## src/hw/rtl/q2e_pkg.sv

```systemverilog
// ----------------------------------------------------------------------------
// q2e_pkg: shared types and constants for the quaternion to Euler unit
// Item structs, CORDIC vector type, arctangent table and small helpers.
// ----------------------------------------------------------------------------
package q2e_pkg;

  localparam int CORDIC_STAGES_DEF = 16;
  localparam int ATAN_TABLE_LEN    = 24;

  // CORDIC datapath widths: vector grows by about 1.65 over a 34-bit operand
  localparam int XW = 38;
  localparam int ZW = 34;

  // integer square root: 58-bit radicand, one result bit per cell
  localparam int SQRT_STEPS = 29;
  localparam int RAD_W      = 2 * SQRT_STEPS;
  localparam int ROOT_W     = SQRT_STEPS;
  localparam int REM_W      = 31;
  localparam int ACC_W      = REM_W + 2;
  localparam int TW         = 30;

  localparam logic signed [ZW-1:0] HALF_PI   = 34'sd1686629713;
  localparam logic signed [TW-1:0] ONE_Q28   = 30'sd268435456;
  localparam logic signed [15:0]   OUT_LIMIT = 16'sd25736;

  typedef struct packed {
    logic signed [15:0] quat_x;
    logic signed [15:0] quat_y;
    logic signed [15:0] quat_z;
    logic signed [15:0] quat_w;
  } in_item_t;

  typedef struct packed {
    logic signed [15:0] pitch_angle;
    logic signed [15:0] yaw_angle;
    logic signed [15:0] roll_angle;
    logic               pitch_clamped;
  } out_item_t;

  typedef struct packed {
    logic signed [XW-1:0] x;
    logic signed [XW-1:0] y;
    logic signed [ZW-1:0] z;
  } vec_t;

  // square-root cell payload, with the yaw/roll vectors riding alongside
  typedef struct packed {
    logic [REM_W-1:0]     rem;
    logic [ROOT_W-1:0]    root;
    logic [RAD_W-1:0]     rad;
    logic signed [TW-1:0] t;
    logic                 clamped;
    vec_t                 yaw;
    vec_t                 roll;
  } sqrt_t;

  // atan(2^-i) at scale 2^30
  function automatic logic signed [ZW-1:0] atan_const(input int i);
    logic signed [ZW-1:0] a;
    begin
      unique case (i)
        0:  a = 34'sh03243F6A8;
        1:  a = 34'sh01DAC6705;
        2:  a = 34'sh00FADBAFC;
        3:  a = 34'sh007F56EA6;
        4:  a = 34'sh003FEAB76;
        5:  a = 34'sh001FFD55B;
        6:  a = 34'sh000FFFAAA;
        7:  a = 34'sh0007FFF55;
        8:  a = 34'sh0003FFFEA;
        9:  a = 34'sh0001FFFFD;
        10: a = 34'sh0000FFFFF;
        11: a = 34'sh00007FFFF;
        12: a = 34'sh00003FFFF;
        13: a = 34'sh00001FFFF;
        14: a = 34'sh00000FFFF;
        15: a = 34'sh000007FFF;
        16: a = 34'sh000003FFF;
        17: a = 34'sh000001FFF;
        18: a = 34'sh000000FFF;
        19: a = 34'sh0000007FF;
        20: a = 34'sh0000003FF;
        21: a = 34'sh0000001FF;
        22: a = 34'sh0000000FF;
        23: a = 34'sh00000007F;
        default: a = '0;
      endcase
      return a;
    end
  endfunction

  // fold the left half plane into the right by a quarter turn
  function automatic vec_t pre_rot(input logic signed [XW-1:0] x,
                                   input logic signed [XW-1:0] y);
    vec_t v;
    begin
      v.x = x;
      v.y = y;
      v.z = '0;
      if (x < 0) begin
        if (y >= 0) begin
          v.x = y;
          v.y = -x;
          v.z = HALF_PI;
        end else begin
          v.x = -y;
          v.y = x;
          v.z = -HALF_PI;
        end
      end
      return v;
    end
  endfunction

  // 2^30 angle to Q2.13, ties up, saturated
  function automatic logic signed [15:0] to_q13(input logic signed [ZW-1:0] z);
    logic signed [ZW:0] s;
    logic signed [ZW:0] r;
    begin
      s = (ZW+1)'(z) + (ZW+1)'(65536);
      r = s >>> 17;
      if (r > (ZW+1)'(OUT_LIMIT)) begin
        r = (ZW+1)'(OUT_LIMIT);
      end else if (r < -((ZW+1)'(OUT_LIMIT))) begin
        r = -((ZW+1)'(OUT_LIMIT));
      end
      return 16'(r);
    end
  endfunction

endpackage

```

## src/hw/rtl/q2e_sqrt_cell.sv

```systemverilog
// ----------------------------------------------------------------------------
// q2e_sqrt_cell: one digit of the restoring integer square root
// Takes two radicand bits, produces one root bit, passes the rest along.
// ----------------------------------------------------------------------------
module q2e_sqrt_cell (
  input  logic           clk,
  input  logic           en,
  input  q2e_pkg::sqrt_t sq_i,
  output q2e_pkg::sqrt_t sq_o
);

  logic [q2e_pkg::ACC_W-1:0] acc;
  logic [q2e_pkg::ACC_W-1:0] trial;
  q2e_pkg::sqrt_t            sq_nxt;
  q2e_pkg::sqrt_t            sq_r;

  // trial subtract of (root << 2) | 1
  always_comb begin
    acc    = {sq_i.rem, sq_i.rad[q2e_pkg::RAD_W-1 -: 2]};
    trial  = {2'b00, sq_i.root, 2'b01};
    sq_nxt = sq_i;
    sq_nxt.rad = {sq_i.rad[q2e_pkg::RAD_W-3:0], 2'b00};
    if (acc >= trial) begin
      sq_nxt.rem  = q2e_pkg::REM_W'(acc - trial);
      sq_nxt.root = {sq_i.root[q2e_pkg::ROOT_W-2:0], 1'b1};
    end else begin
      sq_nxt.rem  = q2e_pkg::REM_W'(acc);
      sq_nxt.root = {sq_i.root[q2e_pkg::ROOT_W-2:0], 1'b0};
    end
  end

  always_ff @(posedge clk) begin
    if (en) begin
      sq_r <= sq_nxt;
    end
  end

  assign sq_o = sq_r;

endmodule

```

## config.mk

```make
export PLATFORM = sky130hd
export DESIGN_NAME = q2e_sqrt_cell
export DESIGN_NICKNAME = d
export VERILOG_FILES = /design/src/hw/rtl/q2e_pkg.sv /design/src/hw/rtl/q2e_sqrt_cell.sv
export SDC_FILE = /design/constraint.sdc
export NUM_CORES = 1
export LEC_CHECK = 0
export ABC_CLOCK_PERIOD_IN_PS = 5390
export BUFFER_PORTS_ARGS = -buffer_cell sky130_fd_sc_hd__buf_2
export CAP_MARGIN = 30
export CORE_AREA = 2 2 288 290
export CTS_CLUSTER_DIAMETER = 120
export DETAILED_ROUTE_END_ITERATION = 6
export DIE_AREA = 0 0 290 292
export HOLD_SLACK_MARGIN = 0.15
export PLACE_DENSITY = 0.43
export SETUP_SLACK_MARGIN = 0.02
export SLEW_MARGIN = 20
export SYNTH_ARGS = -nofsm -noshare
export SYNTH_HDL_FRONTEND = slang
export SYNTH_SLANG_ARGS = --single-unit
```

## constraint.sdc

```tcl
create_clock -name clk -period 5.39 [get_ports clk]
set_input_delay 0.539 -clock clk [delete_from_list [all_inputs] [get_ports clk]]
set_output_delay 0.539 -clock clk [all_outputs]
set_load 0.005 [all_outputs]
```

=== Yosys cells after proc, flatten, opt, wreduce, memory -nomap -nowiden ===
Index checks and enable logic that the tools add are counted.

* Add/subtract/negate cells: 1
* $lt $le $gt $ge: 1
* Muxes and demuxes: 1

{| class="wikitable"
|+ Operators with widths
! kind !! number
|-
| $mux 60 || 1
|-
| $ge 33x31->1 || 1
|-
| $sub 31x31->31 || 1
|}

* Register bits after elaboration: 367
* Input port bits: 371
* Output and inout bits: 369
* Word-level logic and storage cells: 14

=== Depth between registers and ports, before layout ===
* Depth in word-level cells: 2
* Mapped depth: 12
* Mapped depth without buffers: 10

=== Worst setup path after synthesis ===
OpenSTA, ideal clock, no wires.

* Kind: input -> register
* From: in sq_i[314] (netlist name)
* To: reg sq_r (netlist bit sq_o[340]) (data pin)
* Library setup time: 260 ps
* Arrival: 2,825 ps
* Setup slack: 2,305 ps
* Stages: 12
* Cell sequence: inv_1 > ha_1 > clkdlybuf4s25_2 > nand3_1 > nand3_1 > a41oi_2 > o211ai_2 > a31oi_4 > o21ai_2 > a31oi_4 > buf_6 > mux2_4

{| class="wikitable"
|+ RTL lines
! item !! RTL line !! source
|-
| start, declared || q2e_sqrt_cell.sv:8 || <nowiki>input q2e_pkg::sqrt_t sq_i,</nowiki>
|-
| end signal, assigned || q2e_sqrt_cell.sv:34 || <nowiki>sq_r <= sq_nxt;</nowiki>
|-
| end, declared || q2e_sqrt_cell.sv:15 || <nowiki>q2e_pkg::sqrt_t sq_r;</nowiki>
|}

==> key figures <==
Run status
  • Status: finished clean

Logic synthesis
  • Register bit total from synthesis: about 370
  • Count of cell types in the netlist: 50
  • Yosys top cell area share: 82.3%
  • Synth Area in Adders: around 2.9%
  • YS warnings: 0
  • XOR/XNOR share of the synthesized area: about 1.7%
  • Cell taking the most area after synthesis: edfxtp_1
  • Top_reg_cell synth: edfxtp_1
  • Seq/Total Area, Yosys: around 82%
  • Compound-Gate Fraction of Synth Area: under 10%
  • Most common library cells after synthesis: edfxtp_1, inv_1, a21oi_1
  • Gate Count Post-Synth: slightly below 700
  • Post-synth EDFFs: between 300 and 400
  • Mapped Avg Cell Area: slightly below 20 um2
  • Async SR Flop Fraction: 0%
  • Area of the mapped netlist: 13400 um2
  • Post-Synth Simple-Gate Area: about 3.1%
  • Mux cell area share after synthesis: roughly 3.3%
  • Most frequent cell after synthesis: edfxtp_1
  • Largest family of logic cells by synthesized area: compound AO/OA/AOI/OAI gates
  • Top cells by area, synth: edfxtp_1, mux2_4, ha_1

Route
  • DRT Pass-1 Iters: 5
  • Vias: between 10000 and 15000
  • Vias per inst: around 3.6
  • Final wirelength: 56200 um
  • Routed Antenna Nets: 0
  • Drt initial violations: roughly 430
  • Routed WL per cell: 19.3 um
  • Number of remaining DRC errors: 0

Place
  • GPL Wtd Cong: between 0.8 and 0.9
  • DP HPWL: 42700 um
  • Placed Area: between 15000 and 20000 um2
  • Buffers on Ports: roughly 740

Finish
  • Layout cells sized above 1: a little under half
  • Layout Nets: 2191
  • Design Area, Final: roughly 23000 um2
  • P&R area growth vs syn: 73.1%
  • Max reg flops: approximately 370
  • Area of the multi-input gates: approximately 2100 um2
  • Reg area: 11000 um2
  • # fillers: approximately 8400

Timing
  • Pins Over Slew Limit: 0
  • # setup viols final: 0
  • Worst slew pin tran: 0.959 ns
  • Final hold vios: 0
  • RSZ-0062 raised after global routing: false
  • Maximum clock rate: around 260 MHz
  • Setup tns final: 0 ns
  • Final min period: roughly 3.8 ns
  • Crit share post-route: a little under three quarters
  • Rel. slew slack: between 30% and 40%

Die
  • Die width: just under 300 um
  • Core area: just over 80000 um2
  • Die H: about 290 um
  • DIE AREA: 84700 um2
  • Initial Util: 16.4%
  • Num ports: between 700 and 800
  • Number of cell rows: 105

CTS
  • CTS clock-pin slew for the worst setup and hold paths: 0.06 ns
  • TritonCTS clock tree: done
  • Clock Tree Root: clkbuf_16
  • Clock Sinks: between 300 and 400
  • TritonCTS Buffers: 46
  • Post-CTS Setup Bufs: 0
  • Number of H-tree levels: 2
  • Max clock buf depth: 3

Setup path
  • Critical Path End Type: flop
  • Critical path type: input port to flop
  • Worst path bufs/invs: 4
  • Crit path largest cell delay: 0.53 ns
  • CP max stage cell: dlygate4sd3_1
  • Crit path capture: sq_o[341]
  • CP Cell Sequence: dlygate4sd3_1 > buf_2 > inv_1 > ha_1 > o21ai_0 > a221oi_2 > a41oi_2 > o211ai_2 > a31oi_4 > o21ai_2 > a31oi_4 > buf_4 > mux2_4
  • Kind of cell adding the most delay to the critical path: compound AO/OA/AOI/OAI gates
  • Worst path arrival time: between 4 and 5 ns
  • Worst-path fanout max: 31
  • Crit path top cell by count: a31oi_4
  • Worst setup SP type: input port
  • Crit path depth: 13
  • WP data required: 5.70 ns
  • Critical Path Source: sq_i[309]

GRT
  • Grt ovf: 0
  • Global-route usage over all layers: between 10% and 20%
  • Largest net degree at the start of global routing: between 100 and 150
  • Initial antenna violation count: 14
  • First-pass GRT wire length: between 70000 and 80000 um
  • Vias in the first global route: 11400

Power
  • Sw power: 1.87 mW
  • Overall power: around 7.7 mW
  • Net Sw Frac: between 20% and 30%
  • Leakage power: 9.74 nW
  • P_int: 5.80 mW
  • Pwr dens: 331 nW/um2
  • Logic pwr share: 14.0%
  • Sequential share of power: between 40 and 50%
  • Peak supply drop: 0.197 mV
  • Clock power frac: between 40 and 50%

Job
  • Max Cap Viol: 0

Worst hold path
  • Worst hold path class: input port to flop
==> what timing repair did <==
action,4_1_cts,5_1_grt
endpoints found under the hold margin,329,1
resized for setup,0,0
hold buffers,329,1
==> layout make-up <==
class / instances / area share, %
Clock inverter: 25 / 1.18
Inverter: 39 / 0.632
Timing Repair Buffer: 1072 / 30.5
Antenna cell: 9 / 0.0972
Sequential cell: 367 / 47.6
Clock buffer: 58 / 5.25
Multi-Input combinational cell: 263 / 8.95
Tap cell: 1070 / 5.78
==> routing by layer <==
layer,wire (um),vias to the layer above,track usage [%]
met5,55,-,0
met4,1630,8,3.98
met3,3950,82,4.00
met2,28600,437,22.7
met1,22000,5144,14.3
li1,-,4858,-
==> cells by family (layout without fill, tap and decap cells) <==
kind of cell    after synthesis  count (layout)
mux                          31              31
fa+ha+maj                    31              31
flops                       367             367
simple gates                 85              85
other cells                   1              11
xor+xnor                     26              26
buf+inv                      55            1194
compound gates               88              88
==> through the flow <==
step | setup slack [ns] | std cells | hold slack, ns | utilization (%)
after floorplan | 2.30 | 685 | 0.638 | -
after global placement | 1.56 | 2481 | 0.716 | 22.5
after detailed placement | 1.49 | 2481 | 0.717 | 22.5
after CTS | 1.55 | 2893 | 0.153 | 28.4
after global routing | 1.39 | 2898 | 0.161 | 28.4
final | 1.56 | 2903 | 0.198 | 28.4
==> placed cells by master, fill, tap and decap left out, types with 6 or more instances in the layout <==
cell / count
a21oi_1: 34
xnor2_1: 12
nand4_1: 8
clkbuf_1: 11
nand3_1: 10
clkinvlp_4: 6
nor2_1: 17
nand2_1: 26
dlygate4sd3_1: 330
mux2_4: 26
buf_2: 736
xor2_1: 14
ha_1: 31
o21ai_0: 13
a21o_1: 11
edfxtp_1: 367
diode_2: 9
inv_1: 39
clkbuf_16: 47
==> power groups by stage <==
stage | Combinational, mW | Clock [mW] | Sequential [mW]
final | 1.07 | 3.09 | 3.50
after global routing | 1.16 | 3.32 | 3.53
after CTS | 1.10 | 3.21 | 3.51
after detailed placement | 0.889 | 0 | 3.56
after global placement | 0.885 | 0 | 3.56
after floorplan | 0.267 | 0 | 3.58
==> worst min path at each step <==
stage                endpoint      start  cells past startpoint
floorplan             sq_o[0]    sq_i[0]                      0
global placement     sq_o[81]   sq_i[81]                      1
detailed placement   sq_o[48]   sq_i[48]                      1
CTS                 sq_o[201]  sq_i[201]                      1
global route        sq_o[123]  sq_i[123]                      1
finish              sq_o[210]  sq_i[210]                      1
Note: power is estimated with default switching activity, not from simulation.
