==> src/hw/rtl/q2e_pkg.sv <==
// ----------------------------------------------------------------------------
// q2e_pkg: shared types and constants for the quaternion to Euler unit
// Item structs, CORDIC vector type, arctangent table and small helpers.
// ----------------------------------------------------------------------------
package q2e_pkg;

  localparam int CORDIC_STAGES_DEF = 16;
  localparam int ATAN_TABLE_LEN    = 24;

  // CORDIC datapath widths: vector grows by about 1.65 over a 34-bit operand
  localparam int XW = 38;
  localparam int ZW = 34;

  // integer square root: 58-bit radicand, one result bit per cell
  localparam int SQRT_STEPS = 29;
  localparam int RAD_W      = 2 * SQRT_STEPS;
  localparam int ROOT_W     = SQRT_STEPS;
  localparam int REM_W      = 31;
  localparam int ACC_W      = REM_W + 2;
  localparam int TW         = 30;

  localparam logic signed [ZW-1:0] HALF_PI   = 34'sd1686629713;
  localparam logic signed [TW-1:0] ONE_Q28   = 30'sd268435456;
  localparam logic signed [15:0]   OUT_LIMIT = 16'sd25736;

  typedef struct packed {
    logic signed [15:0] quat_x;
    logic signed [15:0] quat_y;
    logic signed [15:0] quat_z;
    logic signed [15:0] quat_w;
  } in_item_t;

  typedef struct packed {
    logic signed [15:0] pitch_angle;
    logic signed [15:0] yaw_angle;
    logic signed [15:0] roll_angle;
    logic               pitch_clamped;
  } out_item_t;

  typedef struct packed {
    logic signed [XW-1:0] x;
    logic signed [XW-1:0] y;
    logic signed [ZW-1:0] z;
  } vec_t;

  // square-root cell payload, with the yaw/roll vectors riding alongside
  typedef struct packed {
    logic [REM_W-1:0]     rem;
    logic [ROOT_W-1:0]    root;
    logic [RAD_W-1:0]     rad;
    logic signed [TW-1:0] t;
    logic                 clamped;
    vec_t                 yaw;
    vec_t                 roll;
  } sqrt_t;

  // atan(2^-i) at scale 2^30
  function automatic logic signed [ZW-1:0] atan_const(input int i);
    logic signed [ZW-1:0] a;
    begin
      unique case (i)
        0:  a = 34'sh03243F6A8;
        1:  a = 34'sh01DAC6705;
        2:  a = 34'sh00FADBAFC;
        3:  a = 34'sh007F56EA6;
        4:  a = 34'sh003FEAB76;
        5:  a = 34'sh001FFD55B;
        6:  a = 34'sh000FFFAAA;
        7:  a = 34'sh0007FFF55;
        8:  a = 34'sh0003FFFEA;
        9:  a = 34'sh0001FFFFD;
        10: a = 34'sh0000FFFFF;
        11: a = 34'sh00007FFFF;
        12: a = 34'sh00003FFFF;
        13: a = 34'sh00001FFFF;
        14: a = 34'sh00000FFFF;
        15: a = 34'sh000007FFF;
        16: a = 34'sh000003FFF;
        17: a = 34'sh000001FFF;
        18: a = 34'sh000000FFF;
        19: a = 34'sh0000007FF;
        20: a = 34'sh0000003FF;
        21: a = 34'sh0000001FF;
        22: a = 34'sh0000000FF;
        23: a = 34'sh00000007F;
        default: a = '0;
      endcase
      return a;
    end
  endfunction

  // fold the left half plane into the right by a quarter turn
  function automatic vec_t pre_rot(input logic signed [XW-1:0] x,
                                   input logic signed [XW-1:0] y);
    vec_t v;
    begin
      v.x = x;
      v.y = y;
      v.z = '0;
      if (x < 0) begin
        if (y >= 0) begin
          v.x = y;
          v.y = -x;
          v.z = HALF_PI;
        end else begin
          v.x = -y;
          v.y = x;
          v.z = -HALF_PI;
        end
      end
      return v;
    end
  endfunction

  // 2^30 angle to Q2.13, ties up, saturated
  function automatic logic signed [15:0] to_q13(input logic signed [ZW-1:0] z);
    logic signed [ZW:0] s;
    logic signed [ZW:0] r;
    begin
      s = (ZW+1)'(z) + (ZW+1)'(65536);
      r = s >>> 17;
      if (r > (ZW+1)'(OUT_LIMIT)) begin
        r = (ZW+1)'(OUT_LIMIT);
      end else if (r < -((ZW+1)'(OUT_LIMIT))) begin
        r = -((ZW+1)'(OUT_LIMIT));
      end
      return 16'(r);
    end
  endfunction

endpackage

==> src/hw/rtl/q2e_cordic_cell.sv <==
// ----------------------------------------------------------------------------
// q2e_cordic_cell: one vectoring-mode CORDIC micro-rotation
// Drives y toward zero and accumulates the angle; holds once y is zero.
// ----------------------------------------------------------------------------
module q2e_cordic_cell #(
  parameter int STAGE = 0
) (
  input  logic          clk,
  input  logic          en,
  input  q2e_pkg::vec_t vec_i,
  output q2e_pkg::vec_t vec_o
);

  logic signed [q2e_pkg::XW-1:0] xs;
  logic signed [q2e_pkg::XW-1:0] ys;
  q2e_pkg::vec_t                 vec_nxt;
  q2e_pkg::vec_t                 vec_r;

  // rotate by -/+ atan(2^-STAGE) according to the sign of y
  always_comb begin
    xs      = vec_i.x >>> STAGE;
    ys      = vec_i.y >>> STAGE;
    vec_nxt = vec_i;
    if (vec_i.y > 0) begin
      vec_nxt.x = vec_i.x + ys;
      vec_nxt.y = vec_i.y - xs;
      vec_nxt.z = vec_i.z + q2e_pkg::atan_const(STAGE);
    end else if (vec_i.y < 0) begin
      vec_nxt.x = vec_i.x - ys;
      vec_nxt.y = vec_i.y + xs;
      vec_nxt.z = vec_i.z - q2e_pkg::atan_const(STAGE);
    end
  end

  always_ff @(posedge clk) begin
    if (en) begin
      vec_r <= vec_nxt;
    end
  end

  assign vec_o = vec_r;

endmodule

==> config.mk <==
export PLATFORM = sky130hd
export DESIGN_NAME = q2e_cordic_cell
export DESIGN_NICKNAME = d
export VERILOG_FILES = /design/src/hw/rtl/q2e_pkg.sv /design/src/hw/rtl/q2e_cordic_cell.sv
export SDC_FILE = /design/constraint.sdc
export NUM_CORES = 1
export LEC_CHECK = 0
export BUFFER_PORTS_ARGS = -buffer_cell sky130_fd_sc_hd__buf_2
export CORE_ASPECT_RATIO = 2
export CORE_MARGIN = 2
export CORE_UTILIZATION = 53
export DETAILED_ROUTE_END_ITERATION = 10
export PLACE_DENSITY = 0.79
export SETUP_SLACK_MARGIN = 0.2
export SYNTH_ARGS = -nofsm -noshare
export SYNTH_HDL_FRONTEND = slang
export SYNTH_SLANG_ARGS = --single-unit
==> constraint.sdc <==
create_clock -name clk -period 3.52 [get_ports clk]
set_clock_uncertainty 0.2 [all_clocks]
set_input_delay 0.352 -clock clk [delete_from_list [all_inputs] [get_ports clk]]
set_output_delay 0.352 -clock clk [all_outputs]
set_load 0.05 [all_outputs]
# Word level (Yosys, flattened, before mapping)
# Cells that the tools add are included.
# classes
addsub	5
multipliers	0
div_mod_pow	0
n_lt_le_gt_ge	2
eq_ne	0
shift	0
n_mux	2
n_bitwise	0
reduce_logical	0
# ops
op	count
$mux W110	2
$sub A38 B38 Y38	2
$add A38 B38 Y38	1
$gt A38 B1 Y1 const B	1
$lt A38 B1 Y1 const B	1
$add A34 B31 Y34 const B	1
$sub A34 B31 Y34 const B	1
# word_totals
register_bits	110
latch_bits	0
ramBits	0
rom_bits	0
in_bits	112
out_inout_bits	110
wordCells	12
n_memories	0

# Longest topological paths before layout
# Gate-level depths: netlist (run 1).
# logic_depth
ltp_word	3
ltp_mapped	14
mapped_depth_nobuf	13

# Worst setup path before layout (run 1)
# No wires, ideal clock.
# synth_path
path_type	input -> register
startpoint	input vec_i[34] (netlist bit)
endpoint	register vec_r, in the netlist vec_o[70], data pin
setup_time_ps	258
arrival_ps	2845
required_time_ps	3062
setup_slack_ps	217
stages	12
n_path_buf	0
cell_sequence	ha_1 -> fa_1 -> nand2b_1 -> a221oi_2 -> o211ai_2 -> a211oi_2 -> a221oi_4 -> o31ai_4 -> a311o_4 -> nor3_1 -> a31oi_1 -> o221a_1
# synth_rtl
element	line_no	text
start, declared	q2e_cordic_cell.sv:10	input q2e_pkg::vec_t vec_i,
end signal, assigned	q2e_cordic_cell.sv:37	vec_r <= vec_nxt;
end, declared	q2e_cordic_cell.sv:17	q2e_pkg::vec_t vec_r;

==> tab_implementation.tex, run 1 <==
\begin{tabular}{lr}
\hline
Metric & Value \\
\hline
\multicolumn{2}{l}{\textbf{Floorplanning}} \\
\quad Full die area & 0.0244 mm² \\
\quad Starting density of the core & 53.9\% \\
\quad Row count & between 70 and 80 \\
\quad Num ports & about 220 \\
\quad Floorplan Core Area & between 0.02 and 0.025 mm² \\
\quad Die Width & about 110 µm \\
\quad Floorplan die height & 219 µm \\
\multicolumn{2}{l}{\textbf{Logic synthesis}} \\
\quad Synthesized-area fraction occupied by adder cells & between 10\% and 20\% \\
\quad Count of warnings emitted by yosys & 0 \\
\quad Syn Std Cell Area & 0.0123 mm² \\
\quad Library cells used by synthesis & 88 \\
\quad Portion of netlist area occupied by mux cells & less than 1\% \\
\quad Count of flip-flops with a built-in enable after synthesis & 110 \\
\quad Seq/Total Area, Yosys & 27.0\% \\
\quad Simple-gate portion of the synthesized area & between 10\% and 20\% \\
\quad Proportion of synthesized flip-flops having asynchronous set or reset & 0\% \\
\quad Synthesized-area fraction occupied by ao, oa, aoi and oai cells & between 30\% and 40\% \\
\quad Most frequently used flop master after synthesis & sky130\_fd\_sc\_hd\_\_edfxtp\_1 \\
\quad Main combinational cell family by area after synthesis & compound AO/OA/AOI/OAI gates \\
\quad Net count of the mapped netlist & around 1800 \\
\quad Post-synthesis cell count & 1514 \\
\quad Xor/xnor share of the synthesized area & under 10\% \\
\quad Average size of a mapped cell & roughly 8.1 µm² \\
\quad Synthesis-stage register bit count & between 100 and 150 \\
\multicolumn{2}{l}{\textbf{Power and ir drop}} \\
\quad Clock group share of total power & about 19\% \\
\quad Internal power & 3.30 mW \\
\quad Combinational cell fraction of total power & 52.9\% \\
\quad Relative contribution of sequential cells to total power & between 20\% and 30\% \\
\quad Net Sw Power & around 2.7 mW \\
\quad Switching power share of the total & a little under half \\
\quad Leakage & 7.47 nW \\
\quad VDD IR max & $\sim$0.41 mV \\
\quad Power Total & 6.01 mW \\
\quad Power density over cell area & 372 mW/mm² \\
\multicolumn{2}{l}{\textbf{Critical path}} \\
\quad Buf/Inv on CP & 2 \\
\quad Cell chain of the critical path & buf\_2 -> ha\_1 -> fa\_1 -> nor2b\_1 -> o31a\_1 -> a21o\_1 -> a211oi\_1 -> buf\_4 -> o211ai\_1 -> o211ai\_1 -> o41ai\_2 -> xnor2\_1 -> o21ai\_1 \\
\quad CP startpoint & vec\_i[34] \\
\quad Worst Setup EP & vec\_o[106] \\
\quad WP data required & between 3 and 4 ns \\
\quad Cell depth of the worst setup path & 13 \\
\quad CP Launch Type & primary input \\
\quad Endpoint kind of the worst setup timing path & register \\
\quad Library cell contributing the largest single delay on the critical path & sky130\_fd\_sc\_hd\_\_fa\_1 \\
\quad Delay of the slowest critical-path stage & $\sim$0.44 ns \\
\quad Worst Setup Path Type & in2reg \\
\quad Cell type with the highest occurrence count on the critical path & sky130\_fd\_sc\_hd\_\_o211ai\_1 \\
\quad Data arrival, critical path & about 3.2 ns \\
\quad Top Family by Delay on Critical Path & compound AO/OA/AOI/OAI gates \\
\quad CP Max Fanout & 4 \\
\multicolumn{2}{l}{\textbf{Timing}} \\
\quad Count of pins over their slew limit & 0 \\
\quad Setup violations, final & 0 \\
\quad Endpoints failing hold & 0 \\
\quad Setup repair after global routing missed its margin & yes \\
\quad Period Utilization, post-route & 92.0\% \\
\quad TNS Setup & 0 ns \\
\quad Hold Slack & $\sim$0.043 ns \\
\quad Slew HR & 51.7\% \\
\quad Final period demand of the worst path & between 3 and 4 ns \\
\quad Final setup margin & approximately 0.28 ns \\
\quad Maximum frequency from static timing analysis & slightly above 0.3 GHz \\
\quad Worst-margin pin slew & about 0.7 ns \\
\multicolumn{2}{l}{\textbf{GRT}} \\
\quad Global-route usage over all layers & about 43\% \\
\quad Global-route wire length before repair & a little over 80 mm \\
\quad Total overflow reported by the global router & 0 \\
\quad Antenna violations before repair & 0 \\
\quad Number of global-route vias before repair & $\sim$15000 \\
\quad Maximum number of pins on one net before global-route repair & 71 \\
\multicolumn{2}{l}{\textbf{Cells and area}} \\
\quad Antenna cell count & 0 \\
\quad Number of nets in the finished design & 2200 \\
\quad Non-Filler Cell Area, Final & roughly 0.016 mm² \\
\quad Share of cells above drive strength 1 & between 30\% and 40\% \\
\quad Cell Count, Final, Fillers Out & between 2000 and 2500 \\
\quad Post-route core utilization & 71.1\% \\
\quad Flip-flop count of the largest register after layout & 110 \\
\quad Most common library cell in the layout ignoring fill and taps & sky130\_fd\_sc\_hd\_\_buf\_4 \\
\quad Fill cells & between 1500 and 2000 \\
\quad Highest-count cells in the layout ignoring fill and taps & sky130\_fd\_sc\_hd\_\_buf\_4, sky130\_fd\_sc\_hd\_\_buf\_2, sky130\_fd\_sc\_hd\_\_a21oi\_1 \\
\quad Area Growth Syn to Fin & 31.9\% \\
\multicolumn{2}{l}{\textbf{Routing}} \\
\quad Detailed-route vias per instance & 6.39 \\
\quad Via count & between 10000 and 15000 \\
\quad Pre-Repair DR Iteration Count & 8 \\
\quad Initial drt markers & 1438 \\
\quad Remaining DRCs & 0 \\
\quad Wirelength per Cell & between 20 and 25 µm \\
\quad Total wire length & approximately 54 mm \\
\quad Number of nets with antenna violations after detailed routing & 0 \\
\multicolumn{2}{l}{\textbf{Placement}} \\
\quad \# placed instances & 2224 \\
\quad Post-placement cell area & between 0.015 and 0.02 mm² \\
\quad Worst slack at placement & -0.228 ns \\
\quad IO buf count & about 220 \\
\quad Detailed Place HPWL & about 43 mm \\
\quad Global placement routability congestion & approximately 1 \\
\multicolumn{2}{l}{\textbf{Clock tree}} \\
\quad Maximum count of clock buffers along a single path & 2 \\
\quad Clock Tree Root & sky130\_fd\_sc\_hd\_\_clkbuf\_16 \\
\quad CTS tree & done \\
\quad Number of buffers created by CTS & 9 \\
\quad Clock Sinks & between 100 and 150 \\
\quad Clock transition at the registers of the reported paths & 0.09 ns \\
\quad Maximum level of the CTS H-tree & 3 \\
\multicolumn{2}{l}{\textbf{Worst hold path}} \\
\quad Worst hold-check path type & in2reg \\
\multicolumn{2}{l}{\textbf{Outcome}} \\
\quad Status & finished, final reports clean \\
\multicolumn{2}{l}{\textbf{Job}} \\
\quad Count of max-cap constraint violations & 0 \\
\hline
\end{tabular}
logic make-up (layout without fill, tap and decap cells):
kind of cell    count (synthesis)  in the layout
mux                             5              5
xor+xnor                       62             62
simple gates                  385            385
fa+ha+maj                     124            124
buf+inv                       214            669
flops                         110            110
compound gates                614            614
power groups by stage:
stage	Combinational, mW	Clock (mW)	Sequential (mW)
global placement	3.03	0	1.75
detailed placement	3.06	0	1.75
CTS	3.09	1.11	1.73
floorplan	1.22	0	2.37
global route	3.34	1.16	1.74
finish	3.18	1.11	1.72
cell type report:
cell class              instances  area (µm²)  share of cell area, %
clock buffers                   9         225                   1.39
repair buffers                529        3470                   21.5
flip-flops and latches        110        3300                   20.4
multi-input cells            1190        8270                   51.2
inverters                     124         465                   2.88
well taps                     280         350                   2.17
clock inverters                 7        81.3                  0.503
metal layers:
layer	GRT usage [%]	routed length (µm)	share of wire [%]	up-vias
li1	-	-	-	6527
met1	39.0	16600	31	6704
met2	78.4	27200	51	833
met3	8.17	3510	6.6	316
met4	42.1	6320	12	0
met5	0	0	0	-
synth_stat cells (all sizes together) (11+ instances only):
cell type	instances	area share (%)
ha	121	12
nor2	123	3.8
nand2	99	3.0
a21o	39	2.4
xor2	16	1.1
nor3	46	1.9
a22oi	13	0.80
a221oi	23	1.9
o22ai	23	1.2
a211oi	18	1.2
or3	11	0.56
o21a	13	0.80
nand3	25	1.0
xnor2	46	3.3
o21ai	107	4.5
a31oi	20	1.1
nand4	14	0.71
o21bai	37	2.3
edfxtp	110	27
nand2b	13	0.66
buf	25	0.97
nor4	21	1.2
inv	120	3.7
clkbuf	65	2.0
o31ai	22	1.6
a21oi	194	8.0
what timing repair did:
item | in CTS | in global routing
endpoints found under the setup margin | 3 | 25
gates resized for setup | 2 | 24
hold buffers | 3 | 0
pin swaps | 0 | 14
setup buffers | 0 | 6
hold endpoints to repair | 3 | 0
worst min-delay path by stage:
| stage | start | to | slack [ns] | depth (start not counted) |
|---|---|---|---|---|
| 2_1_floorplan | vec_i[0] | vec_o[0] | 0.25 | 0 |
| 3_3_place_gp | vec_i[2] | vec_o[2] | 0.33 | 1 |
| 3_5_place_dp | vec_i[2] | vec_o[2] | 0.33 | 1 |
| 4_1_cts | vec_i[33] | vec_o[33] | 0.04 | 2 |
| 5_1_grt | vec_i[33] | vec_o[33] | 0.05 | 2 |
| 6_report | vec_i[33] | vec_o[33] | 0.04 | 2 |
Power figures use the tool's default switching activity.
==> run 2: changes to the inputs <==
Settings changed: BUFFER_PORTS_ARGS -buffer_cell sky130_fd_sc_hd__buf_2 to -buffer_cell sky130_fd_sc_hd__buf_4, PLACE_DENSITY 0.79 to unset, PLACE_DENSITY_LB_ADDON set to 0.2.
==> run 2 against run 1 <==
  * Setup slack worse by 0.039 ns
  * Combinational power up 3%
  * Final cell count is 0.80% lower
  * Largest cell class unchanged
  * Highest routed layer unchanged
==> tab_implementation.tex, run 2 (synthesis results as in run 1) <==
\begin{tabular}{lr}
\hline
Metric & Value \\
\hline
\multicolumn{2}{l}{\textbf{Placement}} \\
\quad Detailed Place HPWL & 43.7 mm (was 43.2 mm) \\
\quad Worst slack at placement & -0.247 ns (was -0.228 ns) \\
\quad IO buf count & 221 (unchanged) \\
\quad Post-placement cell area & 0.0161 mm² (was 0.0156 mm²) \\
\quad Global placement routability congestion & 1.09 (was 1.02) \\
\multicolumn{2}{l}{\textbf{Power and ir drop}} \\
\quad Clock group share of total power & 17.9\% (was 18.5\%) \\
\quad Power density over cell area & 370 mW/mm² (was 372 mW/mm²) \\
\quad Net Sw Power & 2.71 mW (about the same) \\
\quad Combinational cell fraction of total power & 53.7\% (was 52.9\%) \\
\quad Switching power share of the total & 44.3\% (was 45.1\%) \\
\quad VDD IR max & 0.345 mV (was 0.407 mV) \\
\quad Leakage & 7.56 nW (was 7.47 nW) \\
\quad Internal power & 3.41 mW (was 3.30 mW) \\
\quad Relative contribution of sequential cells to total power & 28.4\% (was 28.7\%) \\
\multicolumn{2}{l}{\textbf{Timing}} \\
\quad TNS Setup & 0 ns (unchanged) \\
\quad Period Utilization, post-route & 93.1\% (was 92.0\%) \\
\quad Worst-margin pin slew & 0.862 ns (was 0.706 ns) \\
\quad Slew HR & 42.5\% (was 51.7\%) \\
\quad Final setup margin & 0.243 ns (was 0.282 ns) \\
\quad Setup repair after global routing missed its margin & yes (unchanged) \\
\quad Final period demand of the worst path & 3.28 ns (was 3.24 ns) \\
\quad Maximum frequency from static timing analysis & 0.305 GHz (was 0.309 GHz) \\
\quad Endpoints failing hold & 0 (unchanged) \\
\quad Hold Slack & 0.0678 ns (was 0.0435 ns) \\
\quad Setup violations, final & 0 (unchanged) \\
\quad Count of pins over their slew limit & 0 (unchanged) \\
\multicolumn{2}{l}{\textbf{Worst hold path}} \\
\quad Worst hold-check path type & in2reg (unchanged) \\
\quad Hold path start & vec\_i[33] (unchanged) \\
\multicolumn{2}{l}{\textbf{Clock tree}} \\
\quad Clock Tree Root & sky130\_fd\_sc\_hd\_\_clkbuf\_16 (unchanged) \\
\quad Number of buffers created by CTS & 9 (unchanged) \\
\quad Clock Sinks & 110 (unchanged) \\
\quad Clock transition at the registers of the reported paths & 0.09 ns (about the same) \\
\quad Maximum count of clock buffers along a single path & 2 (unchanged) \\
\quad Maximum level of the CTS H-tree & 3 (unchanged) \\
\quad CTS tree & done (unchanged) \\
\multicolumn{2}{l}{\textbf{Routing}} \\
\quad Remaining DRCs & 0 (unchanged) \\
\quad Number of nets with antenna violations after detailed routing & 0 (unchanged) \\
\quad Wirelength per Cell & 24.5 µm (was 23.8 µm) \\
\quad Detailed-route vias per instance & 6.53 (was 6.39) \\
\quad Total wire length & 54.8 mm (was 53.6 mm) \\
\quad Pre-Repair DR Iteration Count & 7 (was 8) \\
\quad Via count & 14600 (was 14400) \\
\quad Initial drt markers & 1314 (was 1438) \\
\multicolumn{2}{l}{\textbf{Cells and area}} \\
\quad Flip-flop count of the largest register after layout & 110 (unchanged) \\
\quad Area Growth Syn to Fin & 35.1\% (was 31.9\%) \\
\quad Most common library cell in the layout ignoring fill and taps & sky130\_fd\_sc\_hd\_\_buf\_4 (unchanged) \\
\quad Highest-count cells in the layout ignoring fill and taps & sky130\_fd\_sc\_hd\_\_buf\_4, sky130\_fd\_sc\_hd\_\_a21oi\_1, sky130\_fd\_sc\_hd\_\_nor2\_1 (was sky130\_fd\_sc\_hd\_\_buf\_4, sky130\_fd\_sc\_hd\_\_buf\_2, sky130\_fd\_sc\_hd\_\_a21oi\_1) \\
\quad Non-Filler Cell Area, Final & 0.0166 mm² (was 0.0162 mm²) \\
\quad Post-route core utilization & 72.8\% (was 71.1\%) \\
\quad Number of nets in the finished design & 2181 (was 2200) \\
\quad Share of cells above drive strength 1 & 29.5\% (was 30.6\%) \\
\multicolumn{2}{l}{\textbf{Critical path}} \\
\quad Endpoint kind of the worst setup timing path & register (unchanged) \\
\quad Data arrival, critical path & 3.25 ns (was 3.20 ns) \\
\quad CP Launch Type & primary input (unchanged) \\
\quad WP data required & 3.49 ns (was 3.48 ns) \\
\quad Worst Setup Path Type & in2reg (unchanged) \\
\quad CP startpoint & vec\_i[73] (was vec\_i[34]) \\
\quad CP Max Fanout & 4 (unchanged) \\
\multicolumn{2}{l}{\textbf{GRT}} \\
\quad Antenna violations before repair & 0 (unchanged) \\
\quad Total overflow reported by the global router & 0 (unchanged) \\
\quad Global-route wire length before repair & 81.6 mm (was 80.5 mm) \\
\quad Number of global-route vias before repair & 14900 (about the same) \\
\quad Maximum number of pins on one net before global-route repair & 77 (was 71) \\
\quad Global-route usage over all layers & 44.0\% (was 43.1\%) \\
\multicolumn{2}{l}{\textbf{Floorplanning}} \\
\quad Starting density of the core & 53.9\% (unchanged) \\
\quad Row count & 78 (unchanged) \\
\quad Num ports & 222 (unchanged) \\
\quad Floorplan die height & 219 µm (unchanged) \\
\quad Floorplan Core Area & 0.0227 mm² (unchanged) \\
\quad Die Width & 112 µm (unchanged) \\
\quad Full die area & 0.0244 mm² (unchanged) \\
\multicolumn{2}{l}{\textbf{Outcome}} \\
\quad Status & finished, final reports clean (unchanged) \\
\multicolumn{2}{l}{\textbf{Job}} \\
\quad Count of max-cap constraint violations & 0 (unchanged) \\
\hline
\end{tabular}
-- run 2: timing repair --
action / in CTS / in global routing
hold buffers: 3 / 0
endpoints found under the hold margin: 3 / 0
buffers inserted: 0 / 1
pin swaps: 1 / 4
resized for setup: 1 / 16
setup endpoints to repair: 1 / 20
cloned: 0 / 0
-- run 2: routing by layer --
layer / vias to the layer above / global-route usage, % / wire length (µm)
met5: - / 0 / 0
li1: 6488 / - / -
met2: 914 / 78.6 / 27700
met4: 0 / 44.9 / 6660
met3: 378 / 9.64 / 3890
met1: 6778 / 39.2 / 16600
-- run 2: final timing paths --
path,cells after the start,slack (ns),end
max,13,0.24,vec_o[103]
min,2,0.07,vec_o[33]
-- run 2: layout make-up --
type / instances / area (µm²)
multi-input cells: 1190 / 8210
fillers: 1834 / 6180
repair buffers: 510 / 3910
flip-flops and latches: 110 / 3300
inverters: 124 / 465
well taps: 280 / 350
clock buffers: 9 / 225
clock inverters: 7 / 86.3
diodes: 1 / 2.50
-- run 2: stage by stage --
stage / cells / total power, mW
finish: 2231 / 6.12
global route: 2230 / 6.34
CTS: 2229 / 6.04
detailed placement: 2210 / 4.93
global placement: 2210 / 4.90
floorplan: 1514 / 3.60
-- run 2: critical path, stage by stage --
cell and delay, ns:
sky130_fd_sc_hd__buf_4 0.12, sky130_fd_sc_hd__buf_4 0.13, sky130_fd_sc_hd__ha_1 0.29, sky130_fd_sc_hd__nand2b_1 0.12, sky130_fd_sc_hd__a221oi_1 0.07, sky130_fd_sc_hd__o21bai_1 0.22
sky130_fd_sc_hd__a21oi_1 0.16, sky130_fd_sc_hd__o21ai_2 0.28, sky130_fd_sc_hd__a31oi_2 0.17, sky130_fd_sc_hd__o31a_1 0.36, sky130_fd_sc_hd__a31o_2 0.26, sky130_fd_sc_hd__a221o_1 0.36
sky130_fd_sc_hd__a22oi_1 0.32
-- run 2: power by group through the flow --
stage | combinational (mW) | sequential (mW) | clock (mW)
6_report | 3.28 | 1.74 | 1.10
5_1_grt | 3.44 | 1.75 | 1.15
4_1_cts | 3.19 | 1.74 | 1.11
3_5_place_dp | 3.17 | 1.76 | 0
3_3_place_gp | 3.14 | 1.76 | 0
2_1_floorplan | 1.22 | 2.37 | 0
